--- src/design/mesh_relay_admission_queue_assert.svh ---
// Assertion macros used by the relay queue back end
`ifndef MESH_RELAY_ADMISSION_QUEUE_ASSERT_SVH
`define MESH_RELAY_ADMISSION_QUEUE_ASSERT_SVH
`ifndef SYNTHESIS
`define MRQ_ASSERT_IMPL(label, clk, rst_n, ant, cons) \
  label: assert property (@(posedge clk) disable iff (!rst_n) (ant) |-> (cons)) \
    else $error("relay queue assertion failed");
`define MRQ_ASSERT_NEXT(label, clk, rst_n, ant, cons) \
  label: assert property (@(posedge clk) disable iff (!rst_n) (ant) |=> (cons)) \
    else $error("relay queue assertion failed");
`else
`define MRQ_ASSERT_IMPL(label, clk, rst_n, ant, cons)
`define MRQ_ASSERT_NEXT(label, clk, rst_n, ant, cons)
`endif
`endif

--- src/design/mrq_pkg.sv ---
// Types and constants of the mesh relay admission queue
`timescale 1ns / 1ps
package mrq_pkg;

  localparam int QUEUE_DEPTH_DEF = 16;

  localparam int CFG_IDX_W  = 1;
  localparam int CFG_DATA_W = 8;
  localparam logic [CFG_IDX_W-1:0] REG_RELAY_ENABLE = 1'b0;
  localparam logic [CFG_IDX_W-1:0] REG_SNR_LIMIT    = 1'b1;

  localparam logic [7:0]  SNR_STEP_MS = 8'd200;
  localparam logic [9:0]  JITTER_MOD  = 10'd1000;
  localparam logic [13:0] DELAY_MIN   = 14'd1000;
  localparam logic [13:0] DELAY_MAX   = 14'd10000;
  // floor(x / 1000) == (x * RECIP_1000) >> RECIP_SHIFT for every 32 bit x
  localparam logic [28:0] RECIP_1000  = 29'd274877907;
  localparam int          RECIP_SHIFT = 38;

  typedef enum logic [2:0] {
    ST_QUEUED       = 3'd0,
    ST_DUP          = 3'd1,
    ST_DISABLED     = 3'd2,
    ST_SNR_HIGH     = 3'd3,
    ST_TTL_EXPIRED  = 3'd4,
    ST_FULL_EVICTED = 3'd5,
    ST_POPPED       = 3'd6,
    ST_EMPTY        = 3'd7
  } status_t;

  typedef enum logic [1:0] {
    OP_POP   = 2'd0,
    OP_DONE  = 2'd1,
    OP_OFFER = 2'd2
  } op_t;

  typedef struct packed {
    logic               mode;
    logic [15:0]        msg_tag;
    logic [15:0]        msg_counter;
    logic signed [15:0] msg_ttl;
    logic signed [7:0]  snr_db;
    logic [15:0]        toa_ms;
    logic [31:0]        random_word;
  } in_item_t;

  typedef struct packed {
    status_t     status;
    logic [13:0] relay_delay_ms;
    logic [15:0] out_tag;
    logic [15:0] out_counter;
  } out_item_t;

  // classified beat handed from the front to the back
  typedef struct packed {
    op_t         op;
    status_t     status;
    logic [15:0] tag;
    logic [15:0] counter;
    logic [13:0] delay;
  } cmd_t;

  typedef struct packed {
    logic [15:0] tag;
    logic [15:0] counter;
    logic [13:0] delay;
  } entry_t;

endpackage

--- src/design/mesh_relay_admission_queue.sv ---
// Top level of the mesh relay admission queue
`timescale 1ns / 1ps
// Admits received radio messages into a circular relay queue of QUEUE_DEPTH
// slots (at most QUEUE_DEPTH-1 entries) and gives exactly one result beat per
// input beat. The front checks a beat and works out the relay delay: pops and
// refused offers go straight to F_PUSH, accepted offers first pass F_DIV,
// F_REM and F_SUM (divide by 1000 via reciprocal multiply, remainder, clamp).
// A two entry command queue feeds the back, which owns the entry RAM; its
// single read port sets the pace: an offer scans the queued counters one by
// one, a pop reads the head slot and a refused offer needs no read.
// The front takes a new beat while the back still works. A finished result
// waits in the output register; while it is held, a next result stalls the back.
module mesh_relay_admission_queue #(
  parameter int QUEUE_DEPTH = mrq_pkg::QUEUE_DEPTH_DEF
) (
  input  logic                           clk,
  input  logic                           rst_n,
  input  logic                           in_valid,
  output logic                           in_stall,
  input  mrq_pkg::in_item_t              in_data,
  output logic                           out_valid,
  input  logic                           out_stall,
  output mrq_pkg::out_item_t             out_data,
  input  logic                           cfg_we,
  input  logic [mrq_pkg::CFG_IDX_W-1:0]  cfg_index,
  input  logic [mrq_pkg::CFG_DATA_W-1:0] cfg_wdata
);

  localparam int PTR_W = $clog2(QUEUE_DEPTH);

  logic             f_valid, f_ready, b_valid, b_ready;
  mrq_pkg::cmd_t    f_cmd, b_cmd;
  logic             ram_we;
  logic [PTR_W-1:0] ram_waddr, ram_raddr;
  mrq_pkg::entry_t  ram_wdata, ram_rdata;

  mrq_front u_front (
    .clk       (clk),
    .rst_n     (rst_n),
    .in_valid  (in_valid),
    .in_stall  (in_stall),
    .in_data   (in_data),
    .cfg_we    (cfg_we),
    .cfg_index (cfg_index),
    .cfg_wdata (cfg_wdata),
    .cmd_valid (f_valid),
    .cmd_ready (f_ready),
    .cmd       (f_cmd)
  );

  mrq_cmdq u_cmdq (
    .clk        (clk),
    .rst_n      (rst_n),
    .push_valid (f_valid),
    .push_ready (f_ready),
    .push_data  (f_cmd),
    .pop_valid  (b_valid),
    .pop_ready  (b_ready),
    .pop_data   (b_cmd)
  );

  mrq_back #(
    .QUEUE_DEPTH (QUEUE_DEPTH)
  ) u_back (
    .clk       (clk),
    .rst_n     (rst_n),
    .cmd_valid (b_valid),
    .cmd_ready (b_ready),
    .cmd       (b_cmd),
    .ram_we    (ram_we),
    .ram_waddr (ram_waddr),
    .ram_wdata (ram_wdata),
    .ram_raddr (ram_raddr),
    .ram_rdata (ram_rdata),
    .out_valid (out_valid),
    .out_stall (out_stall),
    .out_data  (out_data)
  );

  mrq_ram #(
    .WIDTH ($bits(mrq_pkg::entry_t)),
    .DEPTH (QUEUE_DEPTH)
  ) u_entry_ram (
    .clk   (clk),
    .we    (ram_we),
    .waddr (ram_waddr),
    .wdata (ram_wdata),
    .raddr (ram_raddr),
    .rdata (ram_rdata)
  );

endmodule

--- src/design/mrq_ram.sv ---
// Generic simple dual port RAM with registered read
`timescale 1ns / 1ps
module mrq_ram #(
  parameter int WIDTH = 8,
  parameter int DEPTH = 16
) (
  input  logic                     clk,
  input  logic                     we,
  input  logic [$clog2(DEPTH)-1:0] waddr,
  input  logic [WIDTH-1:0]         wdata,
  input  logic [$clog2(DEPTH)-1:0] raddr,
  output logic [WIDTH-1:0]         rdata
);

  logic [WIDTH-1:0] mem_r [DEPTH];
  logic [WIDTH-1:0] rdata_r;

  always_ff @(posedge clk) begin
    if (we) begin
      mem_r[waddr] <= wdata;
    end
    rdata_r <= mem_r[raddr];
  end

  assign rdata = rdata_r;

endmodule

--- src/design/mrq_front.sv ---
// Front end: config registers, admission checks and relay delay arithmetic
`timescale 1ns / 1ps
module mrq_front (
  input  logic                                clk,
  input  logic                                rst_n,
  input  logic                                in_valid,
  output logic                                in_stall,
  input  mrq_pkg::in_item_t                   in_data,
  input  logic                                cfg_we,
  input  logic [mrq_pkg::CFG_IDX_W-1:0]       cfg_index,
  input  logic [mrq_pkg::CFG_DATA_W-1:0]      cfg_wdata,
  output logic                                cmd_valid,
  input  logic                                cmd_ready,
  output mrq_pkg::cmd_t                       cmd
);

  typedef enum logic [4:0] {
    F_IDLE = 5'b00001,
    F_DIV  = 5'b00010,
    F_REM  = 5'b00100,
    F_SUM  = 5'b01000,
    F_PUSH = 5'b10000
  } front_state_t;

  front_state_t      state_r, state_nxt;
  logic              relay_en_r;
  logic signed [7:0] snr_limit_r;
  mrq_pkg::in_item_t item_r, item_nxt;
  mrq_pkg::cmd_t     cmd_r, cmd_nxt;
  logic [22:0]       q_r, q_nxt;
  logic [9:0]        rem_r, rem_nxt;
  logic [15:0]       term_r, term_nxt;

  logic [60:0] quot_prod;
  logic [32:0] back_prod;
  logic [8:0]  snr_diff;
  logic [17:0] delay_sum;
  logic [13:0] delay_clamped;

  always_comb begin
    quot_prod = 61'(item_r.random_word) * 61'(mrq_pkg::RECIP_1000);
    back_prod = 33'(q_r) * 33'(mrq_pkg::JITTER_MOD);
    // limit >= snr here, so the difference is 0..255
    snr_diff  = {snr_limit_r[7], snr_limit_r} - {item_r.snr_db[7], item_r.snr_db};
    delay_sum = 18'(item_r.toa_ms) + 18'(rem_r) + 18'(term_r);
    if (delay_sum < 18'(mrq_pkg::DELAY_MIN)) begin
      delay_clamped = mrq_pkg::DELAY_MIN;
    end else if (delay_sum > 18'(mrq_pkg::DELAY_MAX)) begin
      delay_clamped = mrq_pkg::DELAY_MAX;
    end else begin
      delay_clamped = delay_sum[13:0];
    end
  end

  always_comb begin
    state_nxt = state_r;
    item_nxt  = item_r;
    cmd_nxt   = cmd_r;
    q_nxt     = q_r;
    rem_nxt   = rem_r;
    term_nxt  = term_r;
    unique case (state_r)
      F_IDLE: begin
        if (in_valid) begin
          item_nxt      = in_data;
          cmd_nxt.tag     = in_data.msg_tag;
          cmd_nxt.counter = in_data.msg_counter;
          cmd_nxt.delay   = '0;
          cmd_nxt.status  = mrq_pkg::ST_QUEUED;
          state_nxt       = F_PUSH;
          // refusal order: disabled, snr high, ttl expired
          priority if (in_data.mode) begin
            cmd_nxt.op = mrq_pkg::OP_POP;
          end else if (!relay_en_r) begin
            cmd_nxt.op     = mrq_pkg::OP_DONE;
            cmd_nxt.status = mrq_pkg::ST_DISABLED;
          end else if (in_data.snr_db > snr_limit_r) begin
            cmd_nxt.op     = mrq_pkg::OP_DONE;
            cmd_nxt.status = mrq_pkg::ST_SNR_HIGH;
          end else if (in_data.msg_ttl <= 16'sd0) begin
            cmd_nxt.op     = mrq_pkg::OP_DONE;
            cmd_nxt.status = mrq_pkg::ST_TTL_EXPIRED;
          end else begin
            cmd_nxt.op = mrq_pkg::OP_OFFER;
            state_nxt  = F_DIV;
          end
        end
      end
      F_DIV: begin
        q_nxt     = quot_prod[60:mrq_pkg::RECIP_SHIFT];
        term_nxt  = 16'(snr_diff[7:0]) * 16'(mrq_pkg::SNR_STEP_MS);
        state_nxt = F_REM;
      end
      F_REM: begin
        rem_nxt   = 10'(item_r.random_word - back_prod[31:0]);
        state_nxt = F_SUM;
      end
      F_SUM: begin
        cmd_nxt.delay = delay_clamped;
        state_nxt     = F_PUSH;
      end
      F_PUSH: begin
        if (cmd_ready) begin
          state_nxt = F_IDLE;
        end
      end
      default: state_nxt = F_IDLE;
    endcase
  end

  always_ff @(posedge clk) begin
    if (!rst_n) begin
      state_r     <= F_IDLE;
      relay_en_r  <= 1'b0;
      snr_limit_r <= '0;
    end else begin
      state_r <= state_nxt;
      if (cfg_we) begin
        if (cfg_index == mrq_pkg::REG_RELAY_ENABLE) begin
          relay_en_r <= cfg_wdata[0];
        end else begin
          snr_limit_r <= signed'(cfg_wdata);
        end
      end
    end
  end

  always_ff @(posedge clk) begin
    item_r <= item_nxt;
    cmd_r  <= cmd_nxt;
    q_r    <= q_nxt;
    rem_r  <= rem_nxt;
    term_r <= term_nxt;
  end

  assign in_stall  = (state_r != F_IDLE);
  assign cmd_valid = (state_r == F_PUSH);
  assign cmd       = cmd_r;

endmodule

--- src/design/mrq_cmdq.sv ---
// Two entry command queue between the front and the back
`timescale 1ns / 1ps
module mrq_cmdq (
  input  logic          clk,
  input  logic          rst_n,
  input  logic          push_valid,
  output logic          push_ready,
  input  mrq_pkg::cmd_t push_data,
  output logic          pop_valid,
  input  logic          pop_ready,
  output mrq_pkg::cmd_t pop_data
);

  mrq_pkg::cmd_t slot_r [2];
  logic          wr_r, rd_r;
  logic [1:0]    cnt_r;
  logic          do_push, do_pop;

  assign push_ready = (cnt_r != 2'd2);
  assign pop_valid  = (cnt_r != 2'd0);
  assign pop_data   = slot_r[rd_r];
  assign do_push    = push_valid && push_ready;
  assign do_pop     = pop_valid && pop_ready;

  always_ff @(posedge clk) begin
    if (!rst_n) begin
      wr_r  <= 1'b0;
      rd_r  <= 1'b0;
      cnt_r <= 2'd0;
    end else begin
      if (do_push) begin
        wr_r <= ~wr_r;
      end
      if (do_pop) begin
        rd_r <= ~rd_r;
      end
      if (do_push && !do_pop) begin
        cnt_r <= cnt_r + 2'd1;
      end else if (do_pop && !do_push) begin
        cnt_r <= cnt_r - 2'd1;
      end
    end
  end

  always_ff @(posedge clk) begin
    if (do_push) begin
      slot_r[wr_r] <= push_data;
    end
  end

endmodule

--- src/design/mrq_back.sv ---
// Back end: circular entry queue, duplicate scan and result register
`timescale 1ns / 1ps
`include "mesh_relay_admission_queue_assert.svh"
module mrq_back #(
  parameter int QUEUE_DEPTH = mrq_pkg::QUEUE_DEPTH_DEF
) (
  input  logic                           clk,
  input  logic                           rst_n,
  input  logic                           cmd_valid,
  output logic                           cmd_ready,
  input  mrq_pkg::cmd_t                  cmd,
  output logic                           ram_we,
  output logic [$clog2(QUEUE_DEPTH)-1:0] ram_waddr,
  output mrq_pkg::entry_t                ram_wdata,
  output logic [$clog2(QUEUE_DEPTH)-1:0] ram_raddr,
  input  mrq_pkg::entry_t                ram_rdata,
  output logic                           out_valid,
  input  logic                           out_stall,
  output mrq_pkg::out_item_t             out_data
);

  localparam int PTR_W = $clog2(QUEUE_DEPTH);
  localparam logic [PTR_W-1:0] PTR_LAST = PTR_W'(QUEUE_DEPTH - 1);

  typedef enum logic [3:0] {
    B_IDLE  = 4'b0001,
    B_POPRD = 4'b0010,
    B_SCAN  = 4'b0100,
    B_EMIT  = 4'b1000
  } back_state_t;

  back_state_t        state_r, state_nxt;
  logic [PTR_W-1:0]   rp_r, rp_nxt, wp_r, wp_nxt, sp_r, sp_nxt;
  logic               chk_r, chk_nxt;
  logic               out_valid_r, out_valid_nxt;
  mrq_pkg::cmd_t      cur_r, cur_nxt;
  mrq_pkg::out_item_t res_r, res_nxt;
  mrq_pkg::out_item_t out_r, out_nxt;
  logic [PTR_W-1:0]   adv_rp, adv_wp, adv_sp;

  assign adv_rp = (rp_r == PTR_LAST) ? '0 : rp_r + 1'b1;
  assign adv_wp = (wp_r == PTR_LAST) ? '0 : wp_r + 1'b1;
  assign adv_sp = (sp_r == PTR_LAST) ? '0 : sp_r + 1'b1;

  assign cmd_ready = (state_r == B_IDLE);
  assign ram_raddr = (state_r == B_SCAN) ? sp_r : rp_r;
  assign ram_waddr = wp_r;
  assign ram_wdata = '{tag: cur_r.tag, counter: cur_r.counter, delay: cur_r.delay};

  always_comb begin
    state_nxt = state_r;
    rp_nxt    = rp_r;
    wp_nxt    = wp_r;
    sp_nxt    = sp_r;
    chk_nxt   = chk_r;
    cur_nxt   = cur_r;
    res_nxt   = res_r;
    ram_we    = 1'b0;
    unique case (state_r)
      B_IDLE: begin
        if (cmd_valid) begin
          cur_nxt = cmd;
          res_nxt = '0;
          unique case (cmd.op)
            mrq_pkg::OP_POP: begin
              if (rp_r == wp_r) begin
                res_nxt.status = mrq_pkg::ST_EMPTY;
                state_nxt      = B_EMIT;
              end else begin
                // rp_r is already on the read port
                state_nxt = B_POPRD;
              end
            end
            mrq_pkg::OP_OFFER: begin
              sp_nxt    = rp_r;
              chk_nxt   = 1'b0;
              state_nxt = B_SCAN;
            end
            default: begin
              res_nxt.status = cmd.status;
              state_nxt      = B_EMIT;
            end
          endcase
        end
      end
      B_POPRD: begin
        res_nxt.status         = mrq_pkg::ST_POPPED;
        res_nxt.relay_delay_ms = ram_rdata.delay;
        res_nxt.out_tag        = ram_rdata.tag;
        res_nxt.out_counter    = ram_rdata.counter;
        rp_nxt                 = adv_rp;
        state_nxt              = B_EMIT;
      end
      B_SCAN: begin
        // read of one slot overlaps the compare of the previous one
        if (chk_r && (ram_rdata.counter == cur_r.counter)) begin
          res_nxt.status = mrq_pkg::ST_DUP;
          state_nxt      = B_EMIT;
        end else if (sp_r == wp_r) begin
          if (adv_wp == rp_r) begin
            res_nxt.status = mrq_pkg::ST_FULL_EVICTED;
            rp_nxt         = adv_rp;
          end else begin
            ram_we                 = 1'b1;
            wp_nxt                 = adv_wp;
            res_nxt.status         = mrq_pkg::ST_QUEUED;
            res_nxt.relay_delay_ms = cur_r.delay;
          end
          state_nxt = B_EMIT;
        end else begin
          sp_nxt  = adv_sp;
          chk_nxt = 1'b1;
        end
      end
      B_EMIT: begin
        if (!out_valid_r || !out_stall) begin
          state_nxt = B_IDLE;
        end
      end
      default: state_nxt = B_IDLE;
    endcase
  end

  always_comb begin
    out_nxt       = out_r;
    out_valid_nxt = out_valid_r;
    if (state_r == B_EMIT && (!out_valid_r || !out_stall)) begin
      out_nxt       = res_r;
      out_valid_nxt = 1'b1;
    end else if (!out_stall) begin
      out_valid_nxt = 1'b0;
    end
  end

  always_ff @(posedge clk) begin
    if (!rst_n) begin
      state_r     <= B_IDLE;
      rp_r        <= '0;
      wp_r        <= '0;
      sp_r        <= '0;
      chk_r       <= 1'b0;
      out_valid_r <= 1'b0;
    end else begin
      state_r     <= state_nxt;
      rp_r        <= rp_nxt;
      wp_r        <= wp_nxt;
      sp_r        <= sp_nxt;
      chk_r       <= chk_nxt;
      out_valid_r <= out_valid_nxt;
    end
  end

  always_ff @(posedge clk) begin
    cur_r <= cur_nxt;
    res_r <= res_nxt;
    out_r <= out_nxt;
  end

  assign out_valid = out_valid_r;
  assign out_data  = out_r;

  `MRQ_ASSERT_IMPL(a_rp_range, clk, rst_n, 1'b1, rp_r <= PTR_LAST)
  `MRQ_ASSERT_IMPL(a_wp_range, clk, rst_n, 1'b1, wp_r <= PTR_LAST)
  `MRQ_ASSERT_NEXT(a_write_moves_wp, clk, rst_n, ram_we, wp_r != $past(wp_r))
  `MRQ_ASSERT_IMPL(a_zero_delay, clk, rst_n, out_valid_r && out_r.status != mrq_pkg::ST_QUEUED && out_r.status != mrq_pkg::ST_POPPED, out_r.relay_delay_ms == '0)

endmodule

--- config.mk ---
export PLATFORM = sky130hd
export DESIGN_NAME = mesh_relay_admission_queue
export DESIGN_NICKNAME = d
export VERILOG_FILES = /design/src/design/mrq_pkg.sv /design/src/design/mesh_relay_admission_queue.sv /design/src/design/mrq_ram.sv /design/src/design/mrq_front.sv /design/src/design/mrq_cmdq.sv /design/src/design/mrq_back.sv
export VERILOG_INCLUDE_DIRS = /design/src /design/src/design
export SDC_FILE = /design/constraint.sdc
export NUM_CORES = 2
export LEC_CHECK = 0
export ABC_AREA = 1
export BUFFER_PORTS_ARGS = -buffer_cell sky130_fd_sc_hd__buf_2
export CORE_MARGIN = 5
export CORE_UTILIZATION = 25
export DETAILED_ROUTE_END_ITERATION = 8
export PLACE_DENSITY = 0.44
export REMOVE_ABC_BUFFERS = 1
export SKIP_CTS_REPAIR_TIMING = 1
export SLEW_MARGIN = 25
export SYNTH_ARGS = -nofsm -noshare
export SYNTH_HDL_FRONTEND = slang
export SYNTH_SLANG_ARGS = --single-unit
--- constraint.sdc ---
create_clock -name clk -period 6.35 [get_ports clk]
set_input_delay 0.635 -clock clk [delete_from_list [all_inputs] [get_ports clk]]
set_output_delay 0.635 -clock clk [all_outputs]
set_load 0.03 [all_outputs]
# Word-level counts from Yosys, hierarchy flattened
# Memories as Yosys holds them, arrays and structs flattened. A register that Yosys moved wholly into a read port is not among the register bits.
# Cells that the tools add are included.
# word_totals
regBits,333
latchBits,0
ram_bits,838
mem_bits_ro,0
input_bits,119
out_inout_bits,51
elab_cells,190
mem_count,2
# classes
n_addsub,9
multipliers,3
n_div,0
order_cmp,4
n_eq_ne,31
shifts,0
mux,64
n_bitwise,6
n_reduce_logical,34
# memory_table
name,words,width,read_ports,rd_ports_with_merged_regs,write_ports,line,text
u_entry_ram.mem_r,16,46,1,1,1,mrq_ram.sv:15,logic [WIDTH-1:0] mem_r [DEPTH];
u_cmdq.slot_r,2,51,1,1,1,mrq_cmdq.sv:14,mrq_pkg::cmd_t slot_r [2];
# op_table
op,n
$mux W14,5
$mux W4,16
$pmux W32 S2,1
$mul A32 B29 Y61 const B,1
$pmux W17 S3,1
$mux W49,1
$mux W5,8
$pmux W14 S2,1
$pmux W5 S5,1
$pmux W4 S2,3
$mul A23 B7 Y7 const B,1
$add A18 B16 Y18,1
$gt A18 B14 Y1 const B,1
$lt A18 B10 Y1 const B,1
$add A16 B10 Y17,1
$mux W17,1
$eq A16 B16 Y1,1
$eq A4 B4 Y1 const B,4
$le A16 B1 Y1 const B,1
$mux W1,16
$ne A2 B2 Y1 const B,8
$pmux W4 S4,1
$reduce_and A2 Y1,7
$mul A8 B5 Y13 const B,1
other kinds (35),68

# Depth between registers and ports, before layout
# depth
ltp_word,9
ltp_mapped,27
ltp_nobuf,27

# By module
# A second synthesis with hierarchy kept.
# unflattened
cells_unflattened,5892
hier_area_um2,64020.2
# modules_own_cells
module,n_inst,cells_per_inst,area_per_inst_um2,seq_area_each_um2
mrq_ram,1,3034,32571.2,23022.1
mrq_front,1,2093,20758.7,4394.2
mrq_back,1,569,6513.7,4684.5
mrq_cmdq,1,196,4176.5,3163.0

# Worst setup path after synthesis
# No wires, ideal clock.
# synth_timing
path_kind,flip-flop to flip-flop
from,register u_front.item_r[9] (netlist bit)
to,"register u_front.q_r[3], data pin"
setup_ps,253
arrival_time_ps,5739
required_ps,6097
setup_slack_ps,358
path_stages_with_launch,20
path_buffers,0
period_less_slack_ps,5992
path_cell_list,edfxtp_1 -> ha_1 -> fa_1 -> fa_1 -> inv_1 -> fa_1 -> inv_1 -> fa_1 -> fa_1 -> fa_1 -> inv_1 -> fa_1 -> inv_1 -> ha_1 -> nand2_1 -> nor4_1 -> nand3_1 -> or2_2 -> nand4_1 -> nand2_1
# synth_via
elab_chain_len,1
# synth_lines
element,line,text
from (decl),mrq_front.sv:28,"mrq_pkg::in_item_t item_r, item_nxt;"
from (signal assigned),mrq_front.sv:129,item_r <= item_nxt;
$mul A32 B29 Y61,mrq_front.sv:41,quot_prod = 61'(item_r.random_word) * 61'(mrq_pkg::RECIP_1000);
net u_front.quot_prod[41],mrq_front.sv:34,logic [60:0] quot_prod;
to (signal assigned),mrq_front.sv:131,q_r <= q_nxt;
to (decl),mrq_front.sv:30,"logic [22:0] q_r, q_nxt;"
# The timed path passes the listed nets, and every way through them passes these cells.
# A chain may end at the register's enable or synchronous reset.

# Final worst setup path
# layout_timing
from,register u_front.item_r[17] (netlist bit)
to,"register u_front.q_r[4], data pin"
# Same word-level chain as after synthesis.

==> summary.md <==
| Metric | Value |
|---|---|
| Cell variety after synth | `49` |
| Total grt overflow | `0` |
| Seq cells post-synth | `1202` |
| CTS Sinks | `1202` |
| FP Rows | `180` |
| First-pass GRT wire length | `258000 um` |
| Core Footprint | `241000 um^2` |
| Slew HR | `30.0%` |
| Crit-path max FO | `4` |
| CTS Root Cell | `clkbuf_16` |
| Startpoint types | `flip-flop` |
| Clock slew at reported path FFs | `0.05 ns` |
| Maximum clock rate | `0.163 GHz` |
| I/O pin count | `170` |
| Die H | `502 um` |
| Cell mode on critical path | `fa_1` |
| Design Area, Final | `71100 um^2` |
| Setup CP Type | `flip-flop to flip-flop` |
| RSZ-0062 raised after global routing | `yes` |
| Largest net degree at the start of global routing | `133` |
| DRC viols | `0` |
| Final wirelength | `174000 um` |
| Buf/Inv on CP | `6` |
| Cell family with most CP delay | `adder cells` |
| DR vias/cell | `4.38` |
| # Max-Cap Violations | `0` |
| CP endpoint kind | `flip-flop` |
| FF-to-FF Start | `u_front.item_r[17]$_DFFE_PP_` |
| Post-route insts no fill | `8576` |
| Drt pass-1 iters | `5` |
| # nets final | `6078` |
| Synth top area cells | `edfxtp_1 (56%), fa_1 (9.5%), ha_1 (8.1%)` |
| Vias in the first global route | `38691` |
| Area share of the largest cell type after synthesis | `55.5%` |
| Final Skew | `0.0431 ns` |
| Final Setup Violations | `0` |
| GRT Util Overall | `13.7%` |
| Status | `finished clean` |
| Highest-count cells in the layout ignoring fill and taps | `edfxtp_1 (1119), inv_1 (703), nand2_1 (526)` |
| Part of the cycle the worst path needs | `96.6%` |
| Maximum clock insertion buffer count | `3` |
| Post-Syn Instances | `4974` |
| Mapped Area | `60500 um^2` |
| Crit. Startpoint | `u_front.item_r[17]$_DFFE_PP_` |
| Crit-path slowest cell | `fa_1` |
| Setup_tns | `0 ns` |
| HP Class | `input port to flip-flop` |
| Detail Placement HPWL | `111000 um` |
| WHS | `0.0541 ns` |
| Die Wd | `502 um` |
| Fin. Hold Viols | `0` |
| Largest stage delay, worst path | `0.51 ns` |
| Most common cell after layout, fill and taps aside | `edfxtp_1` |
| Register area share after synthesis | `58.3%` |
| Layout cells sized above 1 | `12.2%` |
| Placed cells | `8279` |
| Max Slew Vio Count | `0` |
| Num CTS Buffers | `134` |
| Initial Util | `25.1%` |
| Min cycle time layout | `6.14 ns` |
| Worst-Skew Late Latency | `0.76 ns` |
| Req. time, crit path | `6.84 ns` |
| Placed instance area | `65900 um^2` |
| Die area | `252000 um^2` |
| DRT antenna net count | `0` |
| Hold_sp | `in_data[1]` |
| Antenna violations before repair | `16` |
| Yosys warning count | `0` |
| WL/cell | `20.3 um` |
| Crit-path cells | `buf_4 -> ha_1 -> fa_1 -> fa_1 -> inv_1 -> fa_1 -> inv_1 -> fa_1 -> fa_1 -> fa_1 -> inv_1 -> fa_1 -> inv_1 -> ha_1 -> nand2_1 -> nor2_1 -> nand2_1 -> nor4_2 -> buf_4 -> nand3_1 -> nand3_1 -> xor2_1` |
| IO buf count | `169` |
| H-tree depth | `4` |
| Arr. time, crit path | `6.63 ns` |
| Mean Syn Cell Area | `12.2 um^2` |
| DR vias | `37526` |
| Worst slew pin tran | `1.05 ns` |
| CTS tree | `yes` |
| First DRT Iteration DRCs | `2269` |
| Post-synth top area cell | `edfxtp_1` |
| Area grow syn2layout | `17.5%` |
| Routability-driven placement congestion ratio | `0.818` |
[path summary, 6_finish.rpt]
kind / to / slack [ns] / cells after the start
max reg2reg: u_front.q_r[4]$_DFFE_PP_ / 0.21 / 22
min: u_front.item_r[1]$_DFFE_PP_ / 0.05 / 1
max: u_front.q_r[4]$_DFFE_PP_ / 0.21 / 22
min reg2reg: u_back.out_data[18]$_DFFE_PP_ / 0.42 / 0
[sequential cells by signal (all words and copies together) (netlist names), 2 cells and up, named ones only]
| register | cells |
|---|---|
| u_entry_ram.mem_r | 736 |
| u_cmdq.slot_r | 102 |
| u_front.item_r | 56 |
| u_front.cmd | 51 |
| u_back.out_data | 49 |
| u_back.res_r | 49 |
| u_back.ram_wdata | 46 |
| u_entry_ram.rdata | 46 |
| u_front.term_r | 13 |
| u_front.rem_r | 10 |
| u_front.snr_limit_r | 8 |
| u_front.q_r | 7 |
| u_front.state_r | 5 |
| u_back.ram_waddr | 4 |
| u_back.rp_r | 4 |
| u_back.sp_r | 4 |
| u_back.state_r | 4 |
| u_cmdq.cnt_r | 2 |
[kinds of logic (layout without fill, tap and decap cells)]
logic type,after synthesis,in the layout,synth area share [%]
AO/OA/AOI/OAI,833,833,8.39
XOR/XNOR,81,81,1.17
adder cells (fa/ha/maj),680,680,17.6
buffers and inverters,887,1301,5.84
flip-flops,1202,1202,58.3
other,0,3,0
AND/OR/NAND/NOR,1291,1291,8.71
[Yosys cell counts (all sizes together)]
cell type     n
edfxtp     1119
nand3b        3
o21bai       49
a211oi        1
nand4        25
and3          1
buf         125
nand3       178
o21a          2
o221ai      138
o211ai       51
nor2        504
or2           7
fa          288
a21boi        4
nand2       538
o31ai         1
nor3b         1
o22ai         1
xnor2        31
and2          1
a31oi         7
o21ai       439
nor3         26
xor2         50
clkbuf       47
inv         715
dfxtp        83
o2111ai       2
a22o         14
ha          392
a21o          9
a21oi       115
nor4          7
[through the flow]
stage	utilization (%)	setup WS, ns
2_1_floorplan	-	0.358
3_3_place_gp	27.3	0.0485
3_5_place_dp	27.4	0.0643
4_1_cts	29.2	0.0542
5_1_grt	29.5	-0.0389
6_report	29.5	0.214
[area by class of cell]
| class | count | area, um^2 |
|---|---|---|
| multi-input cells | 2885 | 22400 |
| diodes | 3 | 7.51 |
| inverters | 715 | 2690 |
| well taps | 3185 | 3990 |
| repair buffers | 341 | 2430 |
| fillers | 24570 | 170000 |
| clock buffers | 182 | 3680 |
| clock inverters | 63 | 656 |
| flip-flops and latches | 1202 | 35300 |
[metal layers]
| metal | share of wire, % | GRT usage [%] | up-vias |
|---|---|---|---|
| met5 | 0 | 0 | - |
| met4 | 2.6 | 3.50 | 0 |
| met3 | 4.6 | 2.40 | 223 |
| met2 | 47 | 22.8 | 793 |
| met1 | 45 | 18.5 | 18672 |
| li1 | - | - | 17838 |
Power is left out: the tool's default activity adds up to more than one toggle a clock period on the data nets, which glitch-free logic cannot reach.
